--- src/sv/hewd_pkg.sv ---
`default_nettype none

package hewd_pkg;

  // Header and SRID layout of an EWKB string
  localparam int unsigned HeaderLen   = 5;
  localparam int unsigned HdrIdxW     = $clog2(HeaderLen);
  localparam int unsigned ByteIdxW    = 4;
  localparam logic [ByteIdxW-1:0] HdrLastIdx = ByteIdxW'(HeaderLen - 1);
  localparam logic [ByteIdxW-1:0] SridEnd    = ByteIdxW'(9);
  localparam logic [7:0]          SridFlag   = 8'h20;
  localparam logic [3:0]          HexAlphaAdj = 4'd9;

  // One result item
  typedef struct packed {
    logic [7:0] data_byte;
    logic       has_byte;
    logic       end_of_geometry;
    logic       srid_stripped;
  } result_t;

  // Map one ASCII character to its nibble; anything but a hex digit gives 0
  function automatic logic [3:0] hex_nibble(input logic [7:0] c);
    logic [3:0] n;
    n = 4'h0;
    if (c inside {[8'h30:8'h39]}) begin
      n = c[3:0];
    end else if ((c inside {[8'h41:8'h46]}) || (c inside {[8'h61:8'h66]})) begin
      n = c[3:0] + HexAlphaAdj;
    end
    return n;
  endfunction

endpackage

`default_nettype wire

--- src/sv/hex_ewkb_to_wkb_decoder.sv ---
// Past the header, a result item enters the two-entry output queue when its completing character is accepted.
// Header bytes are held until the fifth or the string's last byte is accepted, then leave the
// header registers one per cycle while the queue is not full. One character is taken per cycle
// unless the header drain, once per geometry string, or a full output queue stalls input.
// Reset (rst_ni, async, active low) clears the nibble, index, strip, drain and output queue state.
`default_nettype none

module hex_ewkb_to_wkb_decoder (
  input  wire        clk_i,
  input  wire        rst_ni,
  input  wire        in_valid_i,
  output logic       in_stall_o,
  input  wire  [7:0] hex_char_i,
  input  wire        last_char_i,
  output logic       out_valid_o,
  input  wire        out_stall_i,
  output logic [7:0] data_byte_o,
  output logic       has_byte_o,
  output logic       end_of_geometry_o,
  output logic       srid_stripped_o
);

  localparam int unsigned HdrIdxW = hewd_pkg::HdrIdxW;

  // Decode state
  logic [3:0]                    high_nibble_q;
  logic                          pending_q;
  logic [hewd_pkg::ByteIdxW-1:0] byte_index_q;
  logic                          strip_q;
  logic [7:0]                    hdr_q [hewd_pkg::HeaderLen];

  // Header drain state
  logic               burst_q;
  logic [HdrIdxW-1:0] burst_idx_q;
  logic [HdrIdxW-1:0] burst_last_q;
  logic               burst_end_q;
  logic               burst_strip_q;

  logic              fifo_full;
  logic              in_acc;
  logic [3:0]        nib;
  logic              completes;
  logic [7:0]        byte_val;
  logic              in_header;
  logic              hdr_done;
  logic              flag_pos1;
  logic              srid_flag;
  logic              in_push;
  hewd_pkg::result_t in_res;
  logic              start_burst;
  logic [HdrIdxW-1:0] burst_last_d;
  logic              push;
  hewd_pkg::result_t push_data;
  hewd_pkg::result_t out_res;

  assign in_stall_o = burst_q || fifo_full;
  assign in_acc     = in_valid_i && !in_stall_o;

  // Nibble pairing and per-item result selection
  always_comb begin
    nib       = hewd_pkg::hex_nibble(hex_char_i);
    completes = pending_q || last_char_i;
    byte_val  = pending_q ? {high_nibble_q, nib} : {nib, 4'h0};
    in_header = (byte_index_q <= hewd_pkg::HdrLastIdx);
    hdr_done  = (byte_index_q == hewd_pkg::HdrLastIdx);
    flag_pos1 = (hdr_q[0] == 8'h00);
    srid_flag = |((flag_pos1 ? hdr_q[1] : byte_val) & hewd_pkg::SridFlag);

    in_push      = 1'b0;
    in_res       = '{data_byte: byte_val, has_byte: 1'b1,
                     end_of_geometry: last_char_i, srid_stripped: strip_q};
    start_burst  = 1'b0;
    burst_last_d = byte_index_q[HdrIdxW-1:0];

    if (completes) begin
      if (in_header) begin
        start_burst = hdr_done || last_char_i;
      end else if ((byte_index_q < hewd_pkg::SridEnd) && strip_q) begin
        // SRID byte: drop it, send an end marker if the string stops here
        in_push = last_char_i;
        in_res  = '{data_byte: 8'h00, has_byte: 1'b0,
                    end_of_geometry: 1'b1, srid_stripped: strip_q};
      end else begin
        in_push = 1'b1;
      end
    end
  end

  // Drain held header bytes first, otherwise forward the item's own result
  always_comb begin
    if (burst_q) begin
      push      = !fifo_full;
      push_data = '{data_byte: hdr_q[burst_idx_q], has_byte: 1'b1,
                    end_of_geometry: burst_end_q && (burst_idx_q == burst_last_q),
                    srid_stripped: burst_strip_q};
    end else begin
      push      = in_acc && in_push;
      push_data = in_res;
    end
  end

  always_ff @(posedge clk_i or negedge rst_ni) begin
    if (!rst_ni) begin
      high_nibble_q <= 4'h0;
      pending_q     <= 1'b0;
      byte_index_q  <= '0;
      strip_q       <= 1'b0;
      burst_q       <= 1'b0;
      burst_idx_q   <= '0;
      burst_last_q  <= '0;
      burst_end_q   <= 1'b0;
      burst_strip_q <= 1'b0;
    end else begin
      // Advance the drain, stop after the last held byte
      if (burst_q && !fifo_full) begin
        burst_idx_q <= burst_idx_q + HdrIdxW'(1);
        if (burst_idx_q == burst_last_q) begin
          burst_q <= 1'b0;
        end
      end

      if (in_acc) begin
        if (!completes) begin
          high_nibble_q <= nib;
          pending_q     <= 1'b1;
        end else begin
          pending_q <= 1'b0;
          if (start_burst) begin
            burst_q       <= 1'b1;
            burst_idx_q   <= '0;
            burst_last_q  <= burst_last_d;
            burst_end_q   <= last_char_i;
            burst_strip_q <= hdr_done && srid_flag;
          end
          if (last_char_i) begin
            // End of string: back to the start state
            high_nibble_q <= 4'h0;
            byte_index_q  <= '0;
            strip_q       <= 1'b0;
          end else begin
            if (byte_index_q < hewd_pkg::SridEnd) begin
              byte_index_q <= byte_index_q + hewd_pkg::ByteIdxW'(1);
            end
            if (hdr_done && srid_flag) begin
              strip_q <= 1'b1;
            end
          end
        end
      end
    end
  end

  // Hold the header bytes, clearing the SRID flag where it was found
  always_ff @(posedge clk_i) begin
    if (in_acc && completes && in_header) begin
      if (hdr_done && srid_flag && !flag_pos1) begin
        hdr_q[byte_index_q[HdrIdxW-1:0]] <= byte_val & ~hewd_pkg::SridFlag;
      end else begin
        hdr_q[byte_index_q[HdrIdxW-1:0]] <= byte_val;
      end
      if (hdr_done && srid_flag && flag_pos1) begin
        hdr_q[1] <= hdr_q[1] & ~hewd_pkg::SridFlag;
      end
    end
  end

  hewd_out_fifo u_out_fifo (
    .clk_i       (clk_i),
    .rst_ni      (rst_ni),
    .push_i      (push),
    .push_data_i (push_data),
    .full_o      (fifo_full),
    .out_valid_o (out_valid_o),
    .out_stall_i (out_stall_i),
    .out_data_o  (out_res)
  );

  assign data_byte_o       = out_res.data_byte;
  assign has_byte_o        = out_res.has_byte;
  assign end_of_geometry_o = out_res.end_of_geometry;
  assign srid_stripped_o   = out_res.srid_stripped;

endmodule

`default_nettype wire

--- src/sv/hewd_out_fifo.sv ---
`default_nettype none

module hewd_out_fifo (
  input  wire                    clk_i,
  input  wire                    rst_ni,
  input  wire                    push_i,
  input  hewd_pkg::result_t      push_data_i,
  output logic                   full_o,
  output logic                   out_valid_o,
  input  wire                    out_stall_i,
  output hewd_pkg::result_t      out_data_o
);

  hewd_pkg::result_t slot0_q, slot1_q;
  logic [1:0]        count_q, count_d;
  logic              pop;
  logic [1:0]        count_after_pop;

  assign out_valid_o = (count_q != 2'd0);
  assign out_data_o  = slot0_q;
  assign full_o      = (count_q == 2'd2);
  assign pop         = out_valid_o && !out_stall_i;

  // Occupancy after this cycle's pop and push
  always_comb begin
    count_after_pop = count_q - {1'b0, pop};
    count_d         = count_after_pop + {1'b0, push_i};
  end

  always_ff @(posedge clk_i or negedge rst_ni) begin
    if (!rst_ni) begin
      count_q <= 2'd0;
    end else begin
      count_q <= count_d;
    end
  end

  // Shift the tail forward on pop, write the pushed item behind what remains
  always_ff @(posedge clk_i) begin
    if (pop && (count_q == 2'd2)) begin
      slot0_q <= slot1_q;
    end
    if (push_i) begin
      if (count_after_pop == 2'd0) begin
        slot0_q <= push_data_i;
      end else begin
        slot1_q <= push_data_i;
      end
    end
  end

endmodule

`default_nettype wire

--- config.mk ---
export PLATFORM = sky130hd
export DESIGN_NAME = hex_ewkb_to_wkb_decoder
export DESIGN_NICKNAME = d
export VERILOG_FILES = /design/src/sv/hewd_pkg.sv /design/src/sv/hex_ewkb_to_wkb_decoder.sv /design/src/sv/hewd_out_fifo.sv
export SDC_FILE = /design/constraint.sdc
export NUM_CORES = 1
export LEC_CHECK = 0
export ABC_CLOCK_PERIOD_IN_PS = 3200
export BUFFER_PORTS_ARGS = -buffer_cell sky130_fd_sc_hd__buf_2
export CORE_MARGIN = 1.5
export CORE_UTILIZATION = 60
export DETAILED_ROUTE_END_ITERATION = 10
export PLACE_DENSITY_LB_ADDON = 0.25
export REMOVE_ABC_BUFFERS = 1
export SLEW_MARGIN = 20
export SYNTH_ARGS = -nofsm -noshare
export SYNTH_HDL_FRONTEND = slang
export SYNTH_SLANG_ARGS = --single-unit
--- constraint.sdc ---
create_clock -name clk_i -period 3.2 [get_ports clk_i]
set_clock_uncertainty 0.05 [all_clocks]
set_input_delay 0.8 -clock clk_i [delete_from_list [all_inputs] [get_ports clk_i]]
set_output_delay 0.8 -clock clk_i [all_outputs]
set_load 0.1 [all_outputs]
==> summary.md <==
| Metric | Value |
|---|---|
| Met2 Wirelength | `approximately 4200 um` |
| I/O Pins | `26` |
| Via Count | `2879` |
| Hold buffers post-CTS | `0` |
| Initial antenna violation count | `0` |
| Share of the yosys chip area belonging to registers | `58.7%` |
| Crit path kind | `input pin to flip-flop` |
| Die W | `87.4 um` |
| Critical Path End Type | `flip-flop` |
| Final setup fails | `0` |
| Max_cap viols | `0` |
| Top_reg_cell synth | `edfxtp_1` |
| DRT iter0 DRCs | `~190` |
| Power after layout | `4.73 mW` |
| CP Launch Type | `input pin` |
| Vias per cell | `5.97` |
| Mean post-synth cell area | `approximately 12 sq um` |
| Unique cell type count in the Yosys netlist | `54` |
| DRC Markers | `0` |
| Clock Sinks | `91` |
| Post-DP HPWL | `6040 um` |
| Util after Layout | `between 60% and 70%` |
| Status | `finished, final reports clean` |
| Mapped cell area | `4270 sq um` |
| Core outline area | `6830 sq um` |
| RSZ-0062 raised after global routing | `no` |
| Final setup margin | `0.467 ns` |
| Max clock buf depth | `2` |
| WL met3 | `460 um` |
| Final min period | `around 2.7 ns` |
| EDFF count, synth | `58` |
| Final hold vios | `0` |
| Worst endpoint required time | `3.26 ns` |
| Clk root buf | `clkbuf_8` |
| Slew Viols, Final | `0` |
| Highest metal used | `met4` |
| Mapped Cells | `approximately 350` |
| Nets@finish | `402` |
| First-pass GRT wire length | `13800 um` |
| Hold Crit Class | `input pin to async pin` |
| Largest net degree at the start of global routing | `24` |
| Cts repair resizes | `0` |
| Max_slew headroom | `between 50% and 60%` |
| Postcts setup bufs | `0` |
| Worst-Margin Slew | `0.649 ns` |
| Pleak | `1.81 nW` |
| Metal1 wirelength | `3800 um` |
| Latest clock arrival within the worst-skew pair | `0.37 ns` |
| CP max FO | `7` |
| Clk slew on worst S/H paths | `0.10 ns` |
| Tcrit/Tclk final | `a little under nine tenths` |
| Die area | `7630 sq um` |
| Overall global routing resource usage | `24.7%` |
| Final WL | `approximately 8600 um` |
| DP Worst Slack | `0.116 ns` |
| Power density over cell area | `998 nW/um^2` |
| WHS | `around 0.32 ns` |
| Antenna diode count | `0` |
| #FFs+latches synth | `91` |
| Total grt overflow | `0` |
| Wirelength per Cell | `between 15 and 20 um` |
| Max Fclk | `between 0.3 and 0.4 GHz` |
| Vias in the first global route | `2739` |
| VDD IR max | `0.000388 V` |
| CTS Buf Count | `9` |
| Initial Util | `between 60% and 70%` |
| H-tree levels | `3` |
| # rows | `30` |
| Ys Warns | `0` |
| First-pass detailed-route iteration total | `4` |
| Area growth syn-to-layout | `10.9%` |
| CTS tree | `yes` |
| Layout cells sized above 1 | `20.7%` |
| CP arrival | `2.79 ns` |
| Antenna-violating nets left | `0` |
| RD Place Congestion | `0.838` |
| Fin Setup TNS | `0 ns` |
| Die Y | `between 80 and 90 um` |
| Asr flop ratio synth | `about 23%` |
| Port Buffers | `25` |
-- registers in the layout, indices dropped and copies added, names as in the netlist --
name	flops
burst_strip_q	1
burst_last_q	3
pending_q	1
burst_q	1
high_nibble_q	4
u_out_fifo.count_q	2
strip_q	1
u_out_fifo.out_data_o	11
byte_index_q	4
u_out_fifo.slot1_q	11
burst_end_q	1
hdr_q	48
burst_idx_q	3
-- metal layers --
metal | vias to the layer above | track usage (%)
met1 | 1423 | 33.4
met2 | 80 | 40.2
met5 | - | 0
met4 | 0 | 9.38
met3 | 12 | 4.36
li1 | 1364 | -
-- worst paths after layout --
kind	from	end	slack, ns	depth (start not counted)
max in group asynchronous	rst_ni	burst_last_q[2]$_DFFE_PN0P_	2.43	1
worst min register to register	high_nibble_q[1]$_DFFE_PN0P_	high_nibble_q[1]$_DFFE_PN0P_	0.44	2
min in group clk_i	high_nibble_q[1]$_DFFE_PN0P_	high_nibble_q[1]$_DFFE_PN0P_	0.44	2
worst max-delay path	hex_char_i[0]	hdr_q[2][5]$_DFFE_PP_	0.47	9
worst min-delay path	rst_ni	u_out_fifo.count_q[1]$_DFF_PN0_	0.32	1
worst max register to register	u_out_fifo.count_q[0]$_DFF_PN0_	burst_last_q[0]$_DFFE_PN0P_	0.60	6
-- power breakdown --
group	internal, mW	switching, mW
Clock	0.291	0.423
Sequential	1.64	0.260
Combinational	0.684	1.43
-- stage by stage --
stage	cell area [sq um]	std cells
global route	4740	482
CTS	4740	482
finish	4740	482
floorplan	4200	330
detailed placement	4560	466
global placement	4560	466
-- cell families after synthesis --
group	synth area share, %
buf+inv	2.49
mux	9.82
compound gates	13.1
flops	58.7
simple gates	11.9
fa+ha+maj	2.34
xor+xnor	1.64
-- synthesized netlist by cell type, types with 2 or more instances --
library cell,number,area [sq um]
a21o_1,5,37.5
a21oi_1,10,50.1
a22oi_1,5,37.5
a22oi_2,2,25.0
a311oi_1,2,17.5
a31oi_1,4,25.0
a41oi_1,2,17.5
and2_1,3,18.8
and3b_1,3,26.3
buf_1,2,7.51
buf_2,7,35.0
clkbuf_1,7,26.3
dfrtp_1,21,526
dfxtp_1,12,240
edfxtp_1,58,1740
ha_1,8,100
inv_1,9,33.8
mux2_2,7,78.8
mux2i_1,16,160
mux4_2,8,180
nand2_1,44,165
nand2b_1,5,31.3
nand3_1,5,25.0
nor2_1,20,75.1
nor2b_1,3,18.8
nor3_1,8,40.0
nor3b_1,3,22.5
nor4_1,2,12.5
o211ai_1,5,37.5
o21ai_0,16,80.1
o21ai_1,7,35.0
o21bai_1,2,15.0
o221ai_1,2,17.5
o22ai_1,2,12.5
o31ai_1,2,15.0
o31ai_2,3,37.5
or2_1,2,12.5
or3_1,2,12.5
xnor2_1,3,26.3
xor2_1,5,43.8
-- critical path, cell delays in order --
cell and delay [ns]:
buf_2 0.16, inv_1 0.06, ha_1 0.22, nor3b_1 0.18
a311oi_4 0.41, a311oi_1 0.17, buf_4 0.17, or2_1 0.24
a21oi_1 0.38
-- area by class of cell --
class                           instances  area, sq um
Timing Repair Buffer                   40          238
Clock buffer                           10          128
Tap cell                               96          120
Inverter                               10         37.5
Clock inverter                          6         48.8
Sequential cell                        91         2510
Multi-Input combinational cell        229         1660
Fill cell                             512         2100
-- layout by cell type, fill, tap and decap left out, types with 8 or more instances in the layout --
cell type / Yosys / layout
mux4_2: 8 / 8
ha_1: 8 / 8
clkbuf_8: 0 / 9
buf_4: 0 / 15
nand2_1: 44 / 44
dfrtp_1: 21 / 21
buf_2: 7 / 25
nor2_1: 20 / 20
mux2i_1: 16 / 16
a21oi_1: 10 / 10
dfxtp_1: 12 / 12
o21ai_0: 16 / 16
edfxtp_1: 58 / 58
nor3_1: 8 / 8
inv_1: 9 / 9
No activity file was read; power rests on OpenSTA's default activity.
